$ cat src/hdl/trsm_pkg.sv
// Shared types and constants for the traffic rate saturation monitor.
package trsm_pkg;

    localparam int WIN_BITS    = 15;
    localparam int POLL_BITS   = 10;
    localparam int RATE_BITS   = 32;
    localparam int TOTAL_BITS  = 42;
    localparam int LEN_BITS    = 16;
    localparam int TS_BITS     = 32;
    localparam int CFG_IDX_BITS = 2;

    localparam logic [WIN_BITS-1:0]  WINDOW_MAX = 15'd18000;
    localparam logic [POLL_BITS-1:0] POLLS_MAX  = 10'd1000;

    localparam logic [CFG_IDX_BITS-1:0] REG_WINDOW_SECONDS = 2'd0;
    localparam logic [CFG_IDX_BITS-1:0] REG_SAT_THRESHOLD  = 2'd1;
    localparam logic [CFG_IDX_BITS-1:0] REG_POLLS_NEEDED   = 2'd2;
    localparam logic [CFG_IDX_BITS-1:0] REG_BURST_THRESHOLD = 2'd3;

    // controller -> datapath
    typedef struct packed {
        logic accept;     // input request taken this cycle
        logic start_div;  // launch the shared divider
        logic post_rate;  // window rate is ready: update polls, total, peak
        logic load_avg;   // average quotient is ready
        logic publish;    // move staged result into the output register
    } t_cmd;

    // datapath -> controller
    typedef struct packed {
        logic ovf;        // incoming packet would overflow the byte counter
        logic close;      // incoming packet closes the window
        logic div_done;   // divider finished
        logic sustained;  // poll count reaches the needed count
        logic out_free;   // output register can take a result
    } t_sts;

endpackage

$ cat src/hdl/trsm_div.sv
// Restoring divider, one quotient bit per cycle, 15-bit divisor.
module trsm_div #(
    parameter int DIVIDEND_BITS = 48
) (
    input  logic                          i_clk,
    input  logic                          i_rst_n,
    input  logic                          i_start,
    input  logic [DIVIDEND_BITS-1:0]      i_dividend,
    input  logic [trsm_pkg::WIN_BITS-1:0] i_divisor,
    output logic [DIVIDEND_BITS-1:0]      o_quotient,
    output logic                          o_done
);
    import trsm_pkg::*;

    localparam int CNT_BITS = $clog2(DIVIDEND_BITS);

    logic [DIVIDEND_BITS-1:0] r_work;
    logic [WIN_BITS-1:0]      r_rem;
    logic [WIN_BITS-1:0]      r_div;
    logic [CNT_BITS-1:0]      r_cnt;
    logic                     r_busy;
    logic                     r_done;

    logic [WIN_BITS:0] shifted;
    logic [WIN_BITS:0] diff;
    logic              ge;

    assign shifted = {r_rem, r_work[DIVIDEND_BITS-1]};
    assign ge      = shifted >= {1'b0, r_div};
    assign diff    = shifted - {1'b0, r_div};

    always_ff @(posedge i_clk) begin
        if (!i_rst_n) begin
            r_busy <= 1'b0;
            r_done <= 1'b0;
            r_cnt  <= '0;
        end else begin
            r_done <= 1'b0;
            if (i_start) begin
                r_busy <= 1'b1;
                r_cnt  <= '0;
            end else if (r_busy) begin
                r_cnt <= r_cnt + 1'b1;
                if (r_cnt == CNT_BITS'(DIVIDEND_BITS - 1)) begin
                    r_busy <= 1'b0;
                    r_done <= 1'b1;
                end
            end
        end
    end

    always_ff @(posedge i_clk) begin
        if (i_start) begin
            r_work <= i_dividend;
            r_rem  <= '0;
            r_div  <= i_divisor;
        end else if (r_busy) begin
            r_work <= {r_work[DIVIDEND_BITS-2:0], ge};
            r_rem  <= ge ? diff[WIN_BITS-1:0] : shifted[WIN_BITS-1:0];
        end
    end

    assign o_quotient = r_work;
    assign o_done     = r_done;

endmodule

$ cat src/hdl/trsm_dp.sv
// Datapath: window state, config registers, rate statistics and result registers.
module trsm_dp #(
    parameter int BYTE_COUNT_BITS = 48
) (
    input  logic                              i_clk,
    input  logic                              i_rst_n,
    input  logic                              i_cfg_we,
    input  logic [trsm_pkg::CFG_IDX_BITS-1:0] i_cfg_index,
    input  logic [trsm_pkg::RATE_BITS-1:0]    i_cfg_data,
    input  logic [trsm_pkg::LEN_BITS-1:0]     i_packet_length,
    input  logic [trsm_pkg::TS_BITS-1:0]      i_timestamp_seconds,
    input  trsm_pkg::t_cmd                    i_cmd,
    output trsm_pkg::t_sts                    o_sts,
    input  logic                              i_out_ready,
    output logic                              o_out_valid,
    output logic                              o_overflow_flag,
    output logic [trsm_pkg::RATE_BITS-1:0]    o_window_rate,
    output logic [trsm_pkg::POLL_BITS-1:0]    o_saturated_polls,
    output logic                              o_sustained_alert,
    output logic [trsm_pkg::RATE_BITS-1:0]    o_average_rate,
    output logic                              o_burst_alert,
    output logic [trsm_pkg::RATE_BITS-1:0]    o_rate_peak
);
    import trsm_pkg::*;

    localparam int DIV_BITS = (BYTE_COUNT_BITS > TOTAL_BITS) ? BYTE_COUNT_BITS : TOTAL_BITS;

    // config
    logic [WIN_BITS-1:0]  r_win_cfg;
    logic [RATE_BITS-1:0] r_sat_thr;
    logic [POLL_BITS-1:0] r_polls_cfg;
    logic [RATE_BITS-1:0] r_burst_thr;

    // monitor state
    logic [BYTE_COUNT_BITS-1:0] r_bytes;
    logic [TS_BITS-1:0]         r_start;
    logic                       r_open;
    logic [POLL_BITS-1:0]       r_poll;
    logic [TOTAL_BITS-1:0]      r_total;
    logic [RATE_BITS-1:0]       r_peak;

    // staged result
    logic                 r_s_ovf;
    logic [RATE_BITS-1:0] r_s_rate;
    logic [POLL_BITS-1:0] r_s_polls;
    logic                 r_s_sust;
    logic [RATE_BITS-1:0] r_s_avg;
    logic                 r_s_burst;

    // output register
    logic                 r_o_valid;
    logic                 r_o_ovf;
    logic [RATE_BITS-1:0] r_o_rate;
    logic [POLL_BITS-1:0] r_o_polls;
    logic                 r_o_sust;
    logic [RATE_BITS-1:0] r_o_avg;
    logic                 r_o_burst;
    logic [RATE_BITS-1:0] r_o_peak;

    logic [WIN_BITS-1:0]        eff_win;
    logic [POLL_BITS-1:0]       eff_need;
    logic [TS_BITS-1:0]         cur_start;
    logic [BYTE_COUNT_BITS:0]   sum;
    logic [TS_BITS:0]           win_end;
    logic                       ovf;
    logic                       close;
    logic [DIV_BITS-1:0]        quot;
    logic                       div_done;
    logic [RATE_BITS-1:0]       q_sat;
    logic                       sat_hit;
    logic [POLL_BITS-1:0]       poll_inc;
    logic [TOTAL_BITS:0]        total_sum;
    logic [TOTAL_BITS-1:0]      total_new;
    logic                       sust;
    logic                       div_start;
    logic [DIV_BITS-1:0]        div_dividend;
    logic [WIN_BITS-1:0]        div_divisor;

    always_comb begin
        if (r_win_cfg == '0)
            eff_win = WIN_BITS'(1);
        else if (r_win_cfg > WINDOW_MAX)
            eff_win = WINDOW_MAX;
        else
            eff_win = r_win_cfg;
        if (r_polls_cfg == '0)
            eff_need = POLL_BITS'(1);
        else if (r_polls_cfg > POLLS_MAX)
            eff_need = POLLS_MAX;
        else
            eff_need = r_polls_cfg;
    end

    // first packet opens the window at its own timestamp
    assign cur_start = r_open ? r_start : i_timestamp_seconds;
    assign sum       = {1'b0, r_bytes} + (BYTE_COUNT_BITS + 1)'(i_packet_length);
    assign ovf       = sum[BYTE_COUNT_BITS];
    // window end kept at 33 bits so it never wraps
    assign win_end   = {1'b0, cur_start} + (TS_BITS + 1)'(eff_win);
    assign close     = !ovf && ({1'b0, i_timestamp_seconds} > win_end);

    assign q_sat     = (|quot[DIV_BITS-1:RATE_BITS]) ? '1 : quot[RATE_BITS-1:0];
    assign sat_hit   = q_sat >= r_sat_thr;
    assign poll_inc  = r_poll + 1'b1;
    assign total_sum = {1'b0, r_total} + (TOTAL_BITS + 1)'(q_sat);
    assign total_new = total_sum[TOTAL_BITS] ? '1 : total_sum[TOTAL_BITS-1:0];
    assign sust      = sat_hit && (poll_inc >= eff_need);

    assign div_start    = i_cmd.start_div;
    assign div_dividend = i_cmd.post_rate ? DIV_BITS'(total_new)
                                          : DIV_BITS'(sum[BYTE_COUNT_BITS-1:0]);
    assign div_divisor  = i_cmd.post_rate ? WIN_BITS'(eff_need) : eff_win;

    trsm_div #(
        .DIVIDEND_BITS(DIV_BITS)
    ) u_div (
        .i_clk     (i_clk),
        .i_rst_n   (i_rst_n),
        .i_start   (div_start),
        .i_dividend(div_dividend),
        .i_divisor (div_divisor),
        .o_quotient(quot),
        .o_done    (div_done)
    );

    always_ff @(posedge i_clk) begin
        if (!i_rst_n) begin
            r_win_cfg   <= WIN_BITS'(1);
            r_sat_thr   <= RATE_BITS'(1000000);
            r_polls_cfg <= POLL_BITS'(10);
            r_burst_thr <= RATE_BITS'(10000000);
        end else if (i_cfg_we) begin
            unique case (i_cfg_index)
                REG_WINDOW_SECONDS:  r_win_cfg   <= i_cfg_data[WIN_BITS-1:0];
                REG_SAT_THRESHOLD:   r_sat_thr   <= i_cfg_data;
                REG_POLLS_NEEDED:    r_polls_cfg <= i_cfg_data[POLL_BITS-1:0];
                REG_BURST_THRESHOLD: r_burst_thr <= i_cfg_data;
                default: ;
            endcase
        end
    end

    always_ff @(posedge i_clk) begin
        if (!i_rst_n) begin
            r_bytes <= '0;
            r_start <= '0;
            r_open  <= 1'b0;
            r_poll  <= '0;
            r_total <= '0;
            r_peak  <= '0;
        end else begin
            if (i_cmd.accept) begin
                r_open  <= 1'b1;
                r_start <= close ? i_timestamp_seconds : cur_start;
                if (!ovf)
                    r_bytes <= close ? '0 : sum[BYTE_COUNT_BITS-1:0];
            end
            if (i_cmd.post_rate) begin
                if (sat_hit && !sust) begin
                    r_poll  <= poll_inc;
                    r_total <= total_new;
                end else begin
                    r_poll  <= '0;
                    r_total <= '0;
                end
                if (sat_hit && (q_sat > r_peak))
                    r_peak <= q_sat;
            end
        end
    end

    always_ff @(posedge i_clk) begin
        if (i_cmd.accept && ovf) begin
            r_s_ovf   <= 1'b1;
            r_s_rate  <= '0;
            r_s_polls <= '0;
            r_s_sust  <= 1'b0;
            r_s_avg   <= '0;
            r_s_burst <= 1'b0;
        end
        if (i_cmd.post_rate) begin
            r_s_ovf   <= 1'b0;
            r_s_rate  <= q_sat;
            r_s_polls <= (sat_hit && !sust) ? poll_inc : '0;
            r_s_sust  <= sust;
            r_s_avg   <= '0;
            r_s_burst <= sat_hit && (q_sat >= r_burst_thr);
        end
        if (i_cmd.load_avg)
            r_s_avg <= q_sat;
    end

    always_ff @(posedge i_clk) begin
        if (!i_rst_n) begin
            r_o_valid <= 1'b0;
        end else if (i_cmd.publish) begin
            r_o_valid <= 1'b1;
        end else if (i_out_ready) begin
            r_o_valid <= 1'b0;
        end
    end

    always_ff @(posedge i_clk) begin
        if (i_cmd.publish) begin
            r_o_ovf   <= r_s_ovf;
            r_o_rate  <= r_s_rate;
            r_o_polls <= r_s_polls;
            r_o_sust  <= r_s_sust;
            r_o_avg   <= r_s_avg;
            r_o_burst <= r_s_burst;
            r_o_peak  <= r_peak;
        end
    end

    assign o_sts.ovf       = ovf;
    assign o_sts.close     = close;
    assign o_sts.div_done  = div_done;
    assign o_sts.sustained = sust;
    assign o_sts.out_free  = !r_o_valid || i_out_ready;

    assign o_out_valid       = r_o_valid;
    assign o_overflow_flag   = r_o_ovf;
    assign o_window_rate     = r_o_rate;
    assign o_saturated_polls = r_o_polls;
    assign o_sustained_alert = r_o_sust;
    assign o_average_rate    = r_o_avg;
    assign o_burst_alert     = r_o_burst;
    assign o_rate_peak       = r_o_peak;

    a_ovf_result_empty: assert property (@(posedge i_clk) disable iff (!i_rst_n)
        r_o_valid && r_o_ovf |-> r_o_rate == '0 && !r_o_sust && !r_o_burst)
        else $error("overflow result carries window fields");

    a_sust_clears_polls: assert property (@(posedge i_clk) disable iff (!i_rst_n)
        r_o_valid && r_o_sust |-> r_o_polls == '0)
        else $error("sustained alert with nonzero poll count");

    a_poll_below_need: assert property (@(posedge i_clk) disable iff (!i_rst_n)
        i_cmd.post_rate |=> r_poll < eff_need || r_poll == '0)
        else $error("poll count left at or above needed count");

endmodule

$ cat src/hdl/trsm_ctrl.sv
// Controller state machine: packet accept, divider sequencing and result publish.
module trsm_ctrl (
    input  logic           i_clk,
    input  logic           i_rst_n,
    input  logic           i_in_valid,
    output logic           o_in_ready,
    input  trsm_pkg::t_sts i_sts,
    output trsm_pkg::t_cmd o_cmd
);
    import trsm_pkg::*;

    localparam logic [2:0] ST_IDLE     = 3'd0;
    localparam logic [2:0] ST_DIV_RATE = 3'd1;
    localparam logic [2:0] ST_POST     = 3'd2;
    localparam logic [2:0] ST_DIV_AVG  = 3'd3;
    localparam logic [2:0] ST_PUBLISH  = 3'd4;

    logic [2:0] r_state;
    logic [2:0] n_state;
    logic       take;

    assign o_in_ready = (r_state == ST_IDLE);
    assign take       = o_in_ready && i_in_valid;

    always_comb begin
        n_state = r_state;
        o_cmd   = '0;
        unique case (r_state)
            ST_IDLE: begin
                if (take) begin
                    o_cmd.accept = 1'b1;
                    if (i_sts.ovf) begin
                        n_state = ST_PUBLISH;
                    end else if (i_sts.close) begin
                        o_cmd.start_div = 1'b1;
                        n_state = ST_DIV_RATE;
                    end
                end
            end
            ST_DIV_RATE: begin
                if (i_sts.div_done)
                    n_state = ST_POST;
            end
            ST_POST: begin
                o_cmd.post_rate = 1'b1;
                if (i_sts.sustained) begin
                    o_cmd.start_div = 1'b1;
                    n_state = ST_DIV_AVG;
                end else begin
                    n_state = ST_PUBLISH;
                end
            end
            ST_DIV_AVG: begin
                if (i_sts.div_done) begin
                    o_cmd.load_avg = 1'b1;
                    n_state = ST_PUBLISH;
                end
            end
            ST_PUBLISH: begin
                if (i_sts.out_free) begin
                    o_cmd.publish = 1'b1;
                    n_state = ST_IDLE;
                end
            end
            default: n_state = ST_IDLE;
        endcase
    end

    always_ff @(posedge i_clk) begin
        if (!i_rst_n) begin
            r_state <= ST_IDLE;
        end else begin
            r_state <= n_state;
        end
    end

    a_publish_free: assert property (@(posedge i_clk) disable iff (!i_rst_n)
        o_cmd.publish |-> i_sts.out_free)
        else $error("publish into a full output register");

    a_done_in_div: assert property (@(posedge i_clk) disable iff (!i_rst_n)
        i_sts.div_done |-> (r_state == ST_DIV_RATE || r_state == ST_DIV_AVG))
        else $error("divider finished outside a divide state");

    a_start_goes_div: assert property (@(posedge i_clk) disable iff (!i_rst_n)
        o_cmd.start_div |=> (r_state == ST_DIV_RATE || r_state == ST_DIV_AVG))
        else $error("divider started without waiting for it");

endmodule

$ cat src/hdl/traffic_rate_saturation_monitor_top.sv
// A packet that closes no window is taken while the controller is idle and gives no result.
// An overflowing packet goes straight to the publish state; its result becomes valid once
// the output register is free. A closing packet runs the shared 1-bit-per-cycle divider
// (D = max(BYTE_COUNT_BITS, 42) bits) for the rate and again for a sustained alert's average.
// Throughput: one packet per cycle; closing and overflowing packets stall input until published.
// Reset (synchronous, active low) clears all monitor state and loads register defaults.
module traffic_rate_saturation_monitor_top #(
    parameter int BYTE_COUNT_BITS = 48
) (
    input  logic                              i_clk,
    input  logic                              i_rst_n,
    input  logic                              i_cfg_we,
    input  logic [trsm_pkg::CFG_IDX_BITS-1:0] i_cfg_index,
    input  logic [trsm_pkg::RATE_BITS-1:0]    i_cfg_data,
    input  logic                              i_in_valid,
    output logic                              o_in_ready,
    input  logic [trsm_pkg::LEN_BITS-1:0]     i_packet_length,
    input  logic [trsm_pkg::TS_BITS-1:0]      i_timestamp_seconds,
    output logic                              o_out_valid,
    input  logic                              i_out_ready,
    output logic                              o_overflow_flag,
    output logic [trsm_pkg::RATE_BITS-1:0]    o_window_rate,
    output logic [trsm_pkg::POLL_BITS-1:0]    o_saturated_polls,
    output logic                              o_sustained_alert,
    output logic [trsm_pkg::RATE_BITS-1:0]    o_average_rate,
    output logic                              o_burst_alert,
    output logic [trsm_pkg::RATE_BITS-1:0]    o_rate_peak
);
    import trsm_pkg::*;

    t_cmd cmd;
    t_sts sts;

    trsm_ctrl u_ctrl (
        .i_clk     (i_clk),
        .i_rst_n   (i_rst_n),
        .i_in_valid(i_in_valid),
        .o_in_ready(o_in_ready),
        .i_sts     (sts),
        .o_cmd     (cmd)
    );

    trsm_dp #(
        .BYTE_COUNT_BITS(BYTE_COUNT_BITS)
    ) u_dp (
        .i_clk              (i_clk),
        .i_rst_n            (i_rst_n),
        .i_cfg_we           (i_cfg_we),
        .i_cfg_index        (i_cfg_index),
        .i_cfg_data         (i_cfg_data),
        .i_packet_length    (i_packet_length),
        .i_timestamp_seconds(i_timestamp_seconds),
        .i_cmd              (cmd),
        .o_sts              (sts),
        .i_out_ready        (i_out_ready),
        .o_out_valid        (o_out_valid),
        .o_overflow_flag    (o_overflow_flag),
        .o_window_rate      (o_window_rate),
        .o_saturated_polls  (o_saturated_polls),
        .o_sustained_alert  (o_sustained_alert),
        .o_average_rate     (o_average_rate),
        .o_burst_alert      (o_burst_alert),
        .o_rate_peak        (o_rate_peak)
    );

endmodule
$ cat config.mk
export PLATFORM = sky130hd
export DESIGN_NAME = traffic_rate_saturation_monitor_top
export DESIGN_NICKNAME = d
export VERILOG_FILES = /design/src/hdl/trsm_pkg.sv /design/src/hdl/trsm_div.sv /design/src/hdl/trsm_dp.sv /design/src/hdl/trsm_ctrl.sv /design/src/hdl/traffic_rate_saturation_monitor_top.sv
export SDC_FILE = /design/constraint.sdc
export NUM_CORES = 1
export LEC_CHECK = 0
export BUFFER_PORTS_ARGS = -buffer_cell sky130_fd_sc_hd__buf_4
export CAP_MARGIN = 15
export CELL_PAD_IN_SITES_DETAIL_PLACEMENT = 2
export CELL_PAD_IN_SITES_GLOBAL_PLACEMENT = 2
export CORE_MARGIN = 1
export CORE_UTILIZATION = 35
export CTS_BUF_LIST = sky130_fd_sc_hd__clkbuf_8
export CTS_CLUSTER_SIZE = 28
export DETAILED_ROUTE_END_ITERATION = 8
export HOLD_SLACK_MARGIN = 0.08
export PLACE_DENSITY = 0.76
export SYNTH_ARGS = -nofsm -noshare
export SYNTH_HDL_FRONTEND = slang
export SYNTH_SLANG_ARGS = --single-unit
$ cat constraint.sdc
create_clock -name i_clk -period 9.64 [get_ports i_clk]
set_input_delay 1.928 -clock i_clk [delete_from_list [all_inputs] [get_ports i_clk]]
set_output_delay 1.928 -clock i_clk [all_outputs]
set_load 0.005 [all_outputs]
==> qor.csv, run 1 <==
metric;value;unit
slowest_stage;o21ai_0;
syn_inst;3099;
slew_headroom;22.35;%
design_area;33530;µm²
leakagePower;13.61;nW
drive_gt1_share;13.08;%
wire_per_inst;23.10;µm
start_util;35.33;%
maxSlewViolCount;0;
start_kind;register;
cts.hold.buffers_added;0;
seq_area;13090;µm²
gp_congestion;0.8711;
areaGrowthSynthToFinish;15.74;%
synth.distinct_cells;79;
ioPinCount;198;
post-route-util;40.90;%
rsz0062_at_grt;false;
crit_family;simple AND/OR/NAND/NOR gates;
layout.nets;3589;
synth_mux_area_share;4.436;%
dp_slack;1241;ps
cts_max_level;3;
crit_fanout;23;
ys_seq_area_share;45.20;%
synthAdderAreaFrac;9.693;%
p_clk_share;37.8;%
period_share;83.43;%
critPathMaxStageDelay;750;ps
arrival;8700;ps
die_area;83920;µm²
place.detailed.hpwl;74.87;mm
clk-insertion-delay-late;750;ps
combPwrFrac;18.3;%
p_sw_share;30.28;%
ff2ff_setup_slack;1600;ps
grt.total_usage;24.36;%
cts_tree;yes;
drt_iter0_markers;948;
required;10300;ps
io_buffers;197;
clock_sinks;530;
fmax;124.3;MHz
cts_root_buf;clkbuf_8;
synth_xor_area_share;3.840;%
ys.flop_type;dfxtp_1;
synth_simple_gate_area_share;16.27;%
clock_path_buffers;3;
ctsResizeCount;0;
grt-ovfl-total;0;
vias;24224;
crit_type;register to register;
synth_compound_area_share;15.93;%
grt_pass1_wl;157.2;mm
end_kind;register;
switching_power;0.001799;W
dr.pass1.iters;5;
worst_pin_slew;1163;ps
final_cells;4437;
placed_cells;4249;
finalCriticalPeriod;8043;ps
ant_nets;0;
drc;0;
fin_skew;49.09;ps
die_w;289.7;µm
core;81980;µm²
drv_cap;0;
final.setup.tns;0;ps
rows;105;
drt-total-wl;102.5;mm
viasPerCell;5.460;
path_clk_slew;60;ps
multi_input_area;14580;µm²
pwr-share-seq;43.9;%
synth_top_family_by_area;simple AND/OR/NAND/NOR gates;
async_reset_ff_share;0;%
synth_enable_flop_cells;248;
power_density;177.2;nW/µm²
place_area;31480;µm²
intPower;0.004141;W
path_buf_inv;1;
vdd_drop_max;101.6;µV
grt_pass1_vias;26700;
finalHoldViolations;0;
antenna_found_initial;2;
die_height;289.7;µm
numCtsBuffers;98;
fill_cells;8982;
synth_area;28970;µm²
grt_max_degree;114;
yosys_warnings;0;
syn_nets;3408;
post_cts_buffers;0;
setup_viol;0;
synth.avg_cell_area;9.347;µm²
worst_slack;1597;ps
hold_class;register to register;
synth-seq-cells;530;
status;finished clean;
layer usage:
layer	GRT usage [%]	routed length, µm	up-vias
li1	-	-	11427
met1	28.76	43200	12241
met2	45.12	53030	404
met3	3.485	3364	152
met4	7.552	2874	0
met5	0	0	-
power by group through the flow:
stage               Sequential (W)  Clock (W)  Combinational (W)
finish                     0.00261    0.00225            0.00109
floorplan                  0.00260          0           0.000790
CTS                        0.00261    0.00231            0.00110
detailed placement         0.00265          0            0.00109
global route               0.00262    0.00241            0.00120
global placement           0.00264          0            0.00102
logic make-up (layout without fill, tap and decap cells):
| group | count (synthesis) | in the layout |
|---|---|---|
| fa+ha+maj | 222 | 222 |
| other cells | 0 | 3 |
| xor+xnor | 127 | 127 |
| flops | 530 | 530 |
| buf+inv | 338 | 603 |
| compound gates | 733 | 733 |
| mux | 123 | 123 |
| simple gates | 1026 | 1026 |
cells in the mapped netlist, types with 30 or more instances:
cell type	n	area, µm²
a21o_1	66	495.5
a21oi_1	285	1426
a31oi_1	30	187.7
clkbuf_1	112	420.4
dfxtp_1	282	5645
edfxtp_1	248	7447
ha_1	218	2728
inv_1	185	694.4
mux2i_1	92	920.9
nand2_1	397	1490
nand3_1	61	305.3
nand4_1	42	262.8
nor2_1	276	1036
nor2b_1	39	244.0
nor3_1	43	215.2
o211ai_1	32	240.2
o21ai_0	129	645.6
xnor2_1	70	613.1
xor2_1	57	499.2
area by class of cell:
class                      count  share of cell area [%]
multi-input combinational   2231                   43.49
sequential                   530                   39.05
timing repair buffer         233                   5.299
clock buffer                 114                   4.680
tap                         1070                   3.993
inverter                     186                   2.097
clock inverter                70                   1.362
antenna                        3                 0.02239
layout by cell type (no fill, tap or decap), drive strengths merged, types with 22 or more instances in the layout:
| cell | n |
|---|---|
| and3 | 26 |
| nor3 | 44 |
| xnor2 | 70 |
| or3 | 24 |
| ha | 218 |
| a31oi | 30 |
| and2 | 23 |
| nand2 | 397 |
| dfxtp | 282 |
| nor2 | 277 |
| nand3 | 61 |
| o21ai | 135 |
| mux2i | 92 |
| a2bb2oi | 27 |
| inv | 228 |
| edfxtp | 248 |
| clkinv | 22 |
| a21o | 66 |
| a21oi | 287 |
| clkbuf | 114 |
| o211ai | 32 |
| xor2 | 57 |
| nor2b | 39 |
| mux2 | 31 |
| buf | 233 |
| nand2b | 23 |
| nand4 | 43 |
per-stage QoR:
stage	total power [W]	hold slack, ps
final	0.005940	418.3
after global routing	0.006233	425.8
after CTS	0.006018	418.7
after detailed placement	0.003738	405.1
after global placement	0.003661	401.1
after floorplan	0.003391	400.3
worst paths after layout:
| path | start | endpoint | depth (start not counted) |
|---|---|---|---|
| setup reg to reg | u_dp.r_win_cfg[0]$_SDFFE_PN1P_ | u_dp.r_bytes[25]$_SDFFE_PN0P_ | 25 |
| hold / removal | u_dp.r_s_polls[3]$_SDFFCE_PN0P_ | u_dp.o_saturated_polls[3]$_DFFE_PP_ | 0 |
| hold reg to reg | u_dp.r_s_polls[3]$_SDFFCE_PN0P_ | u_dp.o_saturated_polls[3]$_DFFE_PP_ | 0 |
| setup / recovery | u_dp.r_win_cfg[0]$_SDFFE_PN1P_ | u_dp.r_bytes[25]$_SDFFE_PN0P_ | 25 |
worst reg2reg max path, stage by stage (launching register included):
cell and delay, ps:
dfxtp_1 330, nor4_1 400, nor2b_1 80, o21ai_0 150, a21oi_1 80, o21ai_0 750
nand2b_1 300, ha_1 410, inv_1 70, o22ai_1 240, o22ai_1 170, a211oi_1 530
a2111oi_0 220, nor3_1 500, nand2_1 330, nor4b_1 480, xor2_1 130, ha_1 290
nand3_1 80, nor4_1 410, nand2_1 90, nor3_1 320, a211oi_4 150, nand2b_1 660
or4_1 660, a21oi_1 140
No activity file was read; power rests on OpenSTA's default activity.
==> run 2: changes to the inputs <==
--- a/config.mk
+++ b/config.mk
@@ -15,7 +15,7 @@
 export CTS_CLUSTER_SIZE = 28
 export DETAILED_ROUTE_END_ITERATION = 8
 export HOLD_SLACK_MARGIN = 0.08
-export PLACE_DENSITY = 0.76
+export PLACE_DENSITY = 0.79
 export SYNTH_ARGS = -nofsm -noshare
 export SYNTH_HDL_FRONTEND = slang
 export SYNTH_SLANG_ARGS = --single-unit
==> constraint.sdc (replaced) <==
create_clock -name i_clk -period 6.88 [get_ports i_clk]
set_input_delay 1.376 -clock i_clk [delete_from_list [all_inputs] [get_ports i_clk]]
set_output_delay 1.376 -clock i_clk [all_outputs]
set_load 0.005 [all_outputs]
==> qor.csv, run 2 (same netlist as run 1, synthesis figures left out) <==
metric;value;unit;change
core;81980;µm²;unchanged
numCtsBuffers;97;;-1.0%
place_area;31660;µm²;+0.58%
path_clk_slew;60;ps;about the same
clk-insertion-delay-late;730;ps;-20 ps
drv_cap;0;;unchanged
final.setup.tns;0;ps;unchanged
slowest_stage;a2111oi_2;;
grt.total_usage;24.90;%;+0.53 points
crit_family;compound AO/OA/AOI/OAI gates;;
vias;24523;;+1.2%
final_cells;4457;;+0.45%
hold_end;u_dp.o_window_rate[15]$_DFFE_PP_;;
drt-total-wl;104.9;mm;+2.4%
cts_root_buf;clkbuf_8;;
hold_class;register to register;;
finalHoldViolations;0;;unchanged
placed_cells;4271;;+0.52%
worst_slack;485.3;ps;-1112 ps
ff2ff_setup_slack;490;ps;-1110 ps
fmax;156.4;MHz;+26%
path_buf_inv;6;;+5
cts.hold.buffers_added;0;;unchanged
start_kind;register;;
setup_viol;0;;unchanged
ff2ff_path_depth;29;;+16%
vdd_drop_max;185.2;µV;+82%
clock_sinks;530;;unchanged
hold_ws;416.7;ps;-1.533 ps
drt_iter0_markers;1145;;+21%
period_share;92.95;%;+9.5 points
drive_gt1_share;13.61;%;+0.54 points
r2r-start;u_dp.r_win_cfg[0]$_SDFFE_PN1P_;;
ioPinCount;198;;unchanged
finalCriticalPeriod;6395;ps;-1648 ps
place.detailed.hpwl;76.93;mm;+2.8%
final_cell_mix;395 x nand2_1, 284 x a21oi_1, 281 x dfxtp_1;;
fill_cells;8964;;-0.20%
viasPerCell;5.502;;+0.78%
required;7250;ps;-3050 ps
dp_slack;-270.1;ps;-1512 ps
min-delay-start;u_dp.r_s_rate[15]$_SDFFCE_PN0P_;;
grt_pass1_vias;27247;;+2.0%
clock_path_buffers;3;;unchanged
io_buffers;197;;unchanged
critPathMaxStageDelay;400;ps;-350 ps
worst_pin_slew;1213;ps;+49.63 ps
layout.nets;3612;;+0.64%
min_delay_path_depth;0;;unchanged
status;finished clean;;
ant_nets;0;;unchanged
wire_per_inst;23.54;µm;+1.9%
grt_pass1_wl;160.4;mm;+2.0%
die_w;289.7;µm;unchanged
crit_path_frequent_cell;buf_4;;
slew_headroom;19.13;%;-3.2 points
crit_fanout;48;;+110%
fin_skew;43.34;ps;-5.753 ps
die_height;289.7;µm;unchanged
grt_max_degree;102;;-11%
power_density;244.2;nW/µm²;+38%
start_util;35.33;%;unchanged
crit_type;register to register;;
rows;105;;unchanged
design_area;33680;µm²;+0.47%
end_kind;register;;
antenna_found_initial;1;;-1
maxSlewViolCount;0;;unchanged
rsz0062_at_grt;false;;
leakagePower;13.68;nW;+0.55%
gp_congestion;0.8718;;about the same
dr.pass1.iters;5;;unchanged
areaGrowthSynthToFinish;16.29;%;
final_common_cell;nand2_1;;
r2r-end;u_dp.u_div.o_quotient[3]$_DFFE_PP_;;
die_area;83920;µm²;unchanged
cts_max_level;3;;unchanged
cts_tree;yes;;
drc;0;;unchanged
grt-ovfl-total;0;;unchanged
arrival;6760;ps;-1940 ps
-- run 2: how the worst max path moves through the flow --
stage / end / slack, ps / cells after the start / startpoint
5_1_grt: u_dp.u_div.r_cnt[0]$_SDFFE_PP0P_ / 10 / 31 / u_dp.r_win_cfg[0]$_SDFFE_PN1P_
3_3_place_gp: u_dp.r_bytes[34]$_SDFFE_PN0P_ / 3 / 22 / i_timestamp_seconds[3]
2_1_floorplan: u_dp.o_average_rate[0]$_DFFE_PP_ / 330 / 2 / i_out_ready
4_1_cts: u_dp.u_div.o_quotient[30]$_DFFE_PP_ / 40 / 28 / u_dp.r_win_cfg[0]$_SDFFE_PN1P_
3_5_place_dp: u_dp.r_bytes[6]$_SDFFE_PN0P_ / -270 / 22 / i_timestamp_seconds[3]
6_report: u_dp.u_div.o_quotient[3]$_DFFE_PP_ / 490 / 29 / u_dp.r_win_cfg[0]$_SDFFE_PN1P_
-- run 2: power breakdown --
part | internal, W | switching (W) | leakage, nW
sequential | 0.00350 | 0.000145 | 4.65
clock | 0.00158 | 0.00144 | 1.13
combinational | 0.000642 | 0.000915 | 7.90
total | 0.00572 | 0.00250 | 13.7
-- run 2: what timing repair did --
action | in CTS | in global routing
cloned | 0 | 0
gates resized for setup | 1 | 9
endpoints found under the setup margin | 17 | 209
buffers inserted | 0 | 2
pin swaps | 0 | 2
-- run 2: stage by stage --
| stage | utilization, % | power [W] |
|---|---|---|
| floorplan | - | 0.004750 |
| global placement | 38.62 | 0.005134 |
| detailed placement | 38.62 | 0.005251 |
| CTS | 40.99 | 0.008319 |
| global route | 41.09 | 0.008624 |
| finish | 41.09 | 0.008224 |
-- run 2: per-layer routing --
metal	share of wire, %	track usage [%]	vias to the layer above	wire (µm)
met5	0	0	-	0
met4	4.2	10.25	0	4430
met3	3.4	3.203	215	3525
met2	52	46.16	502	54530
met1	40	28.61	12343	42450
li1	-	-	11463	-
-- run 2: area by class of cell --
| type | count | area (µm²) | area share [%] |
|---|---|---|---|
| Clock inverter | 69 | 380.4 | 1.129 |
| Sequential cell | 530 | 13090 | 38.87 |
| Clock buffer | 113 | 1555 | 4.617 |
| Tap cell | 1070 | 1339 | 3.974 |
| Multi-Input combinational cell | 2231 | 14620 | 43.40 |
| Antenna cell | 1 | 2.502 | 0.007429 |
| Timing Repair Buffer | 257 | 1991 | 5.910 |
| Inverter | 186 | 703.2 | 2.088 |
==> run 3: changes to the inputs <==
--- a/config.mk
+++ b/config.mk
@@ -10,12 +10,12 @@
 export CELL_PAD_IN_SITES_DETAIL_PLACEMENT = 2
 export CELL_PAD_IN_SITES_GLOBAL_PLACEMENT = 2
 export CORE_MARGIN = 1
-export CORE_UTILIZATION = 35
+export CORE_UTILIZATION = 36
 export CTS_BUF_LIST = sky130_fd_sc_hd__clkbuf_8
 export CTS_CLUSTER_SIZE = 28
 export DETAILED_ROUTE_END_ITERATION = 8
 export HOLD_SLACK_MARGIN = 0.08
-export PLACE_DENSITY = 0.79
+export PLACE_DENSITY = 0.81
 export SYNTH_ARGS = -nofsm -noshare
 export SYNTH_HDL_FRONTEND = slang
 export SYNTH_SLANG_ARGS = --single-unit
==> qor.csv, run 3 (same netlist as run 1, synthesis figures left out) <==
metric;value;unit;change
fmax;153.8;MHz;-1.7%
drive_gt1_share;13.81;%;+0.19 points
fin_skew;50.40;ps;+7.062 ps
rows;103;;-1.9%
path_clk_slew;70;ps;about the same
clk-insertion-delay-late;740;ps;about the same
drt_iter0_markers;1143;;-0.17%
slowest_stage;fa_1;;
clock_path_buffers;3;;unchanged
gp_congestion;0.8807;;+1.0%
worst_slack;377.9;ps;-107.5 ps
ioPinCount;198;;unchanged
arrival;6900;ps;+140 ps
grt.total_usage;25.03;%;+0.13 points
maxSlewViolCount;0;;unchanged
ant_nets;0;;unchanged
hold_class;register to register;;
io_buffers;197;;unchanged
design_area;33640;µm²;-0.14%
status;finished clean;;
viasPerCell;5.562;;+1.1%
finalCriticalPeriod;6502;ps;+107.5 ps
ff2ff_setup_slack;380;ps;-110 ps
ff2ff_path_depth;30;;+3.4%
die_area;81600;µm²;-2.8%
layout.nets;3612;;unchanged
drc;0;;unchanged
setup_viol;0;;unchanged
min_delay_path_depth;0;;unchanged
post-route-util;42.44;%;+1.4 points
die_height;285.7;µm;-1.4%
cts_tree;yes;;
leakagePower;13.65;nW;-0.21%
start_util;36.55;%;+1.2 points
period_share;94.51;%;+1.6 points
critPathMaxStageDelay;430;ps;+30 ps
finalHoldViolations;0;;unchanged
numCtsBuffers;95;;-2.1%
crit_type;register to register;;
grt-ovfl-total;0;;unchanged
final_cell_mix;394 x nand2_1, 283 x a21oi_1, 281 x dfxtp_1;;
die_w;285.7;µm;-1.4%
end_kind;register;;
grt_pass1_wl;158.8;mm;-1.0%
power_density;241.9;nW/µm²;-0.91%
crit_fanout;19;;-60%
cts_root_buf;clkbuf_8;;
drv_cap;0;;unchanged
vdd_drop_max;137.0;µV;-26%
core;79260;µm²;-3.3%
drt-total-wl;104.6;mm;-0.32%
required;7270;ps;+20 ps
vias;24661;;+0.56%
cts_max_level;3;;unchanged
place.detailed.hpwl;75.37;mm;-2.0%
cts.hold.buffers_added;0;;unchanged
r2r-start;u_dp.r_win_cfg[1]$_SDFFE_PN0P_;;
grt_max_degree;110;;+7.8%
worst_pin_slew;1147;ps;-65.68 ps
start_kind;register;;
slew_headroom;23.51;%;+4.4 points
dp_slack;-282.1;ps;-11.93 ps
r2r-end;u_dp.u_div.r_div[0]$_DFFE_PP_;;
clock_sinks;530;;unchanged
grt_pass1_vias;27115;;-0.48%
min-delay-start;u_dp.r_s_polls[3]$_SDFFCE_PN0P_;;
wire_per_inst;23.59;µm;+0.19%
dr.pass1.iters;5;;unchanged
antenna_found_initial;1;;unchanged
crit_path_frequent_cell;o21ai_0;;
hold_end;u_dp.o_saturated_polls[3]$_DFFE_PP_;;
place_area;31630;µm²;-0.11%
final_common_cell;nand2_1;;
areaGrowthSynthToFinish;16.13;%;
final.setup.tns;0;ps;unchanged
==> run 3: cell count changes in the layout (fill, tap and decap cells not counted), sizes merged <==
cell / delta
clkinv: +17
diode: +1
clkinvlp: -1
nor2: +1
clkbuf: -13
inv: -8
==> run 3: report_power, final <==
part           leakage (nW)  switching (W)  internal [W]
Combinational          7.96       0.000938      0.000657
Clock                  1.04        0.00145       0.00144
Sequential             4.65       0.000149       0.00350
Total                  13.7        0.00254       0.00560
==> run 3: area by class of cell <==
| type | count | area [µm²] |
|---|---|---|
| Clock buffer | 99 | 1363 |
| Fill cell | 8544 | 45620 |
| Timing Repair Buffer | 258 | 2048 |
| Tap cell | 1050 | 1314 |
| Clock inverter | 77 | 451.7 |
| Sequential cell | 530 | 13090 |
| Antenna cell | 2 | 5.005 |
| Inverter | 186 | 703.2 |
| Multi-Input combinational cell | 2232 | 14660 |
==> run 3: metal layers <==
layer	GRT usage (%)	share of wire [%]
met2	45.50	51
met4	10.68	4.3
met1	29.16	41
met5	0	0
met3	3.596	3.6
==> run 3: worst max path at each step <==
stage                                          endpoint  slack (ps)  cells past startpoint                           start
floorplan              u_dp.o_average_rate[0]$_DFFE_PP_         330                      2                     i_out_ready
global placement          u_dp.r_bytes[34]$_SDFFE_PN0P_          90                     23          i_timestamp_seconds[3]
detailed placement  u_dp.u_div.o_quotient[43]$_DFFE_PP_        -280                     26          i_timestamp_seconds[0]
CTS                 u_dp.u_div.o_quotient[43]$_DFFE_PP_          70                     30  u_dp.r_win_cfg[1]$_SDFFE_PN0P_
global route              u_dp.u_div.r_div[0]$_DFFE_PP_         -30                     29  u_dp.r_win_cfg[0]$_SDFFE_PN1P_
finish                    u_dp.u_div.r_div[0]$_DFFE_PP_         380                     30  u_dp.r_win_cfg[1]$_SDFFE_PN0P_
==> run 3: worst max-delay path, delay by kind of cell, from the launching register on <==
family                   cells  cell delay, ps
flip-flops                   1             420
AND/OR/NAND/NOR              7            1040
adder cells (fa/ha/maj)      3            1020
buffers and inverters        5            1060
AO/OA/AOI/OAI               14            2480
XOR/XNOR                     1             120
==> run 3: per-stage QoR <==
step                      hold WS (ps)  cells  total power, W
final                            380.1   4434        0.008138
after global routing             402.5   4434        0.008526
after CTS                        374.9   4424        0.008189
after detailed placement         412.6   4248        0.005259
after global placement           403.9   4248        0.005140
after floorplan                  400.3   3099        0.004750
==> run 3: what timing repair did <==
item | 4_1_cts | 5_1_grt
pin swaps | 0 | 5
gates resized for setup | 4 | 13
setup endpoints to repair | 39 | 197
cloned | 0 | 2
buffers inserted | 0 | 4
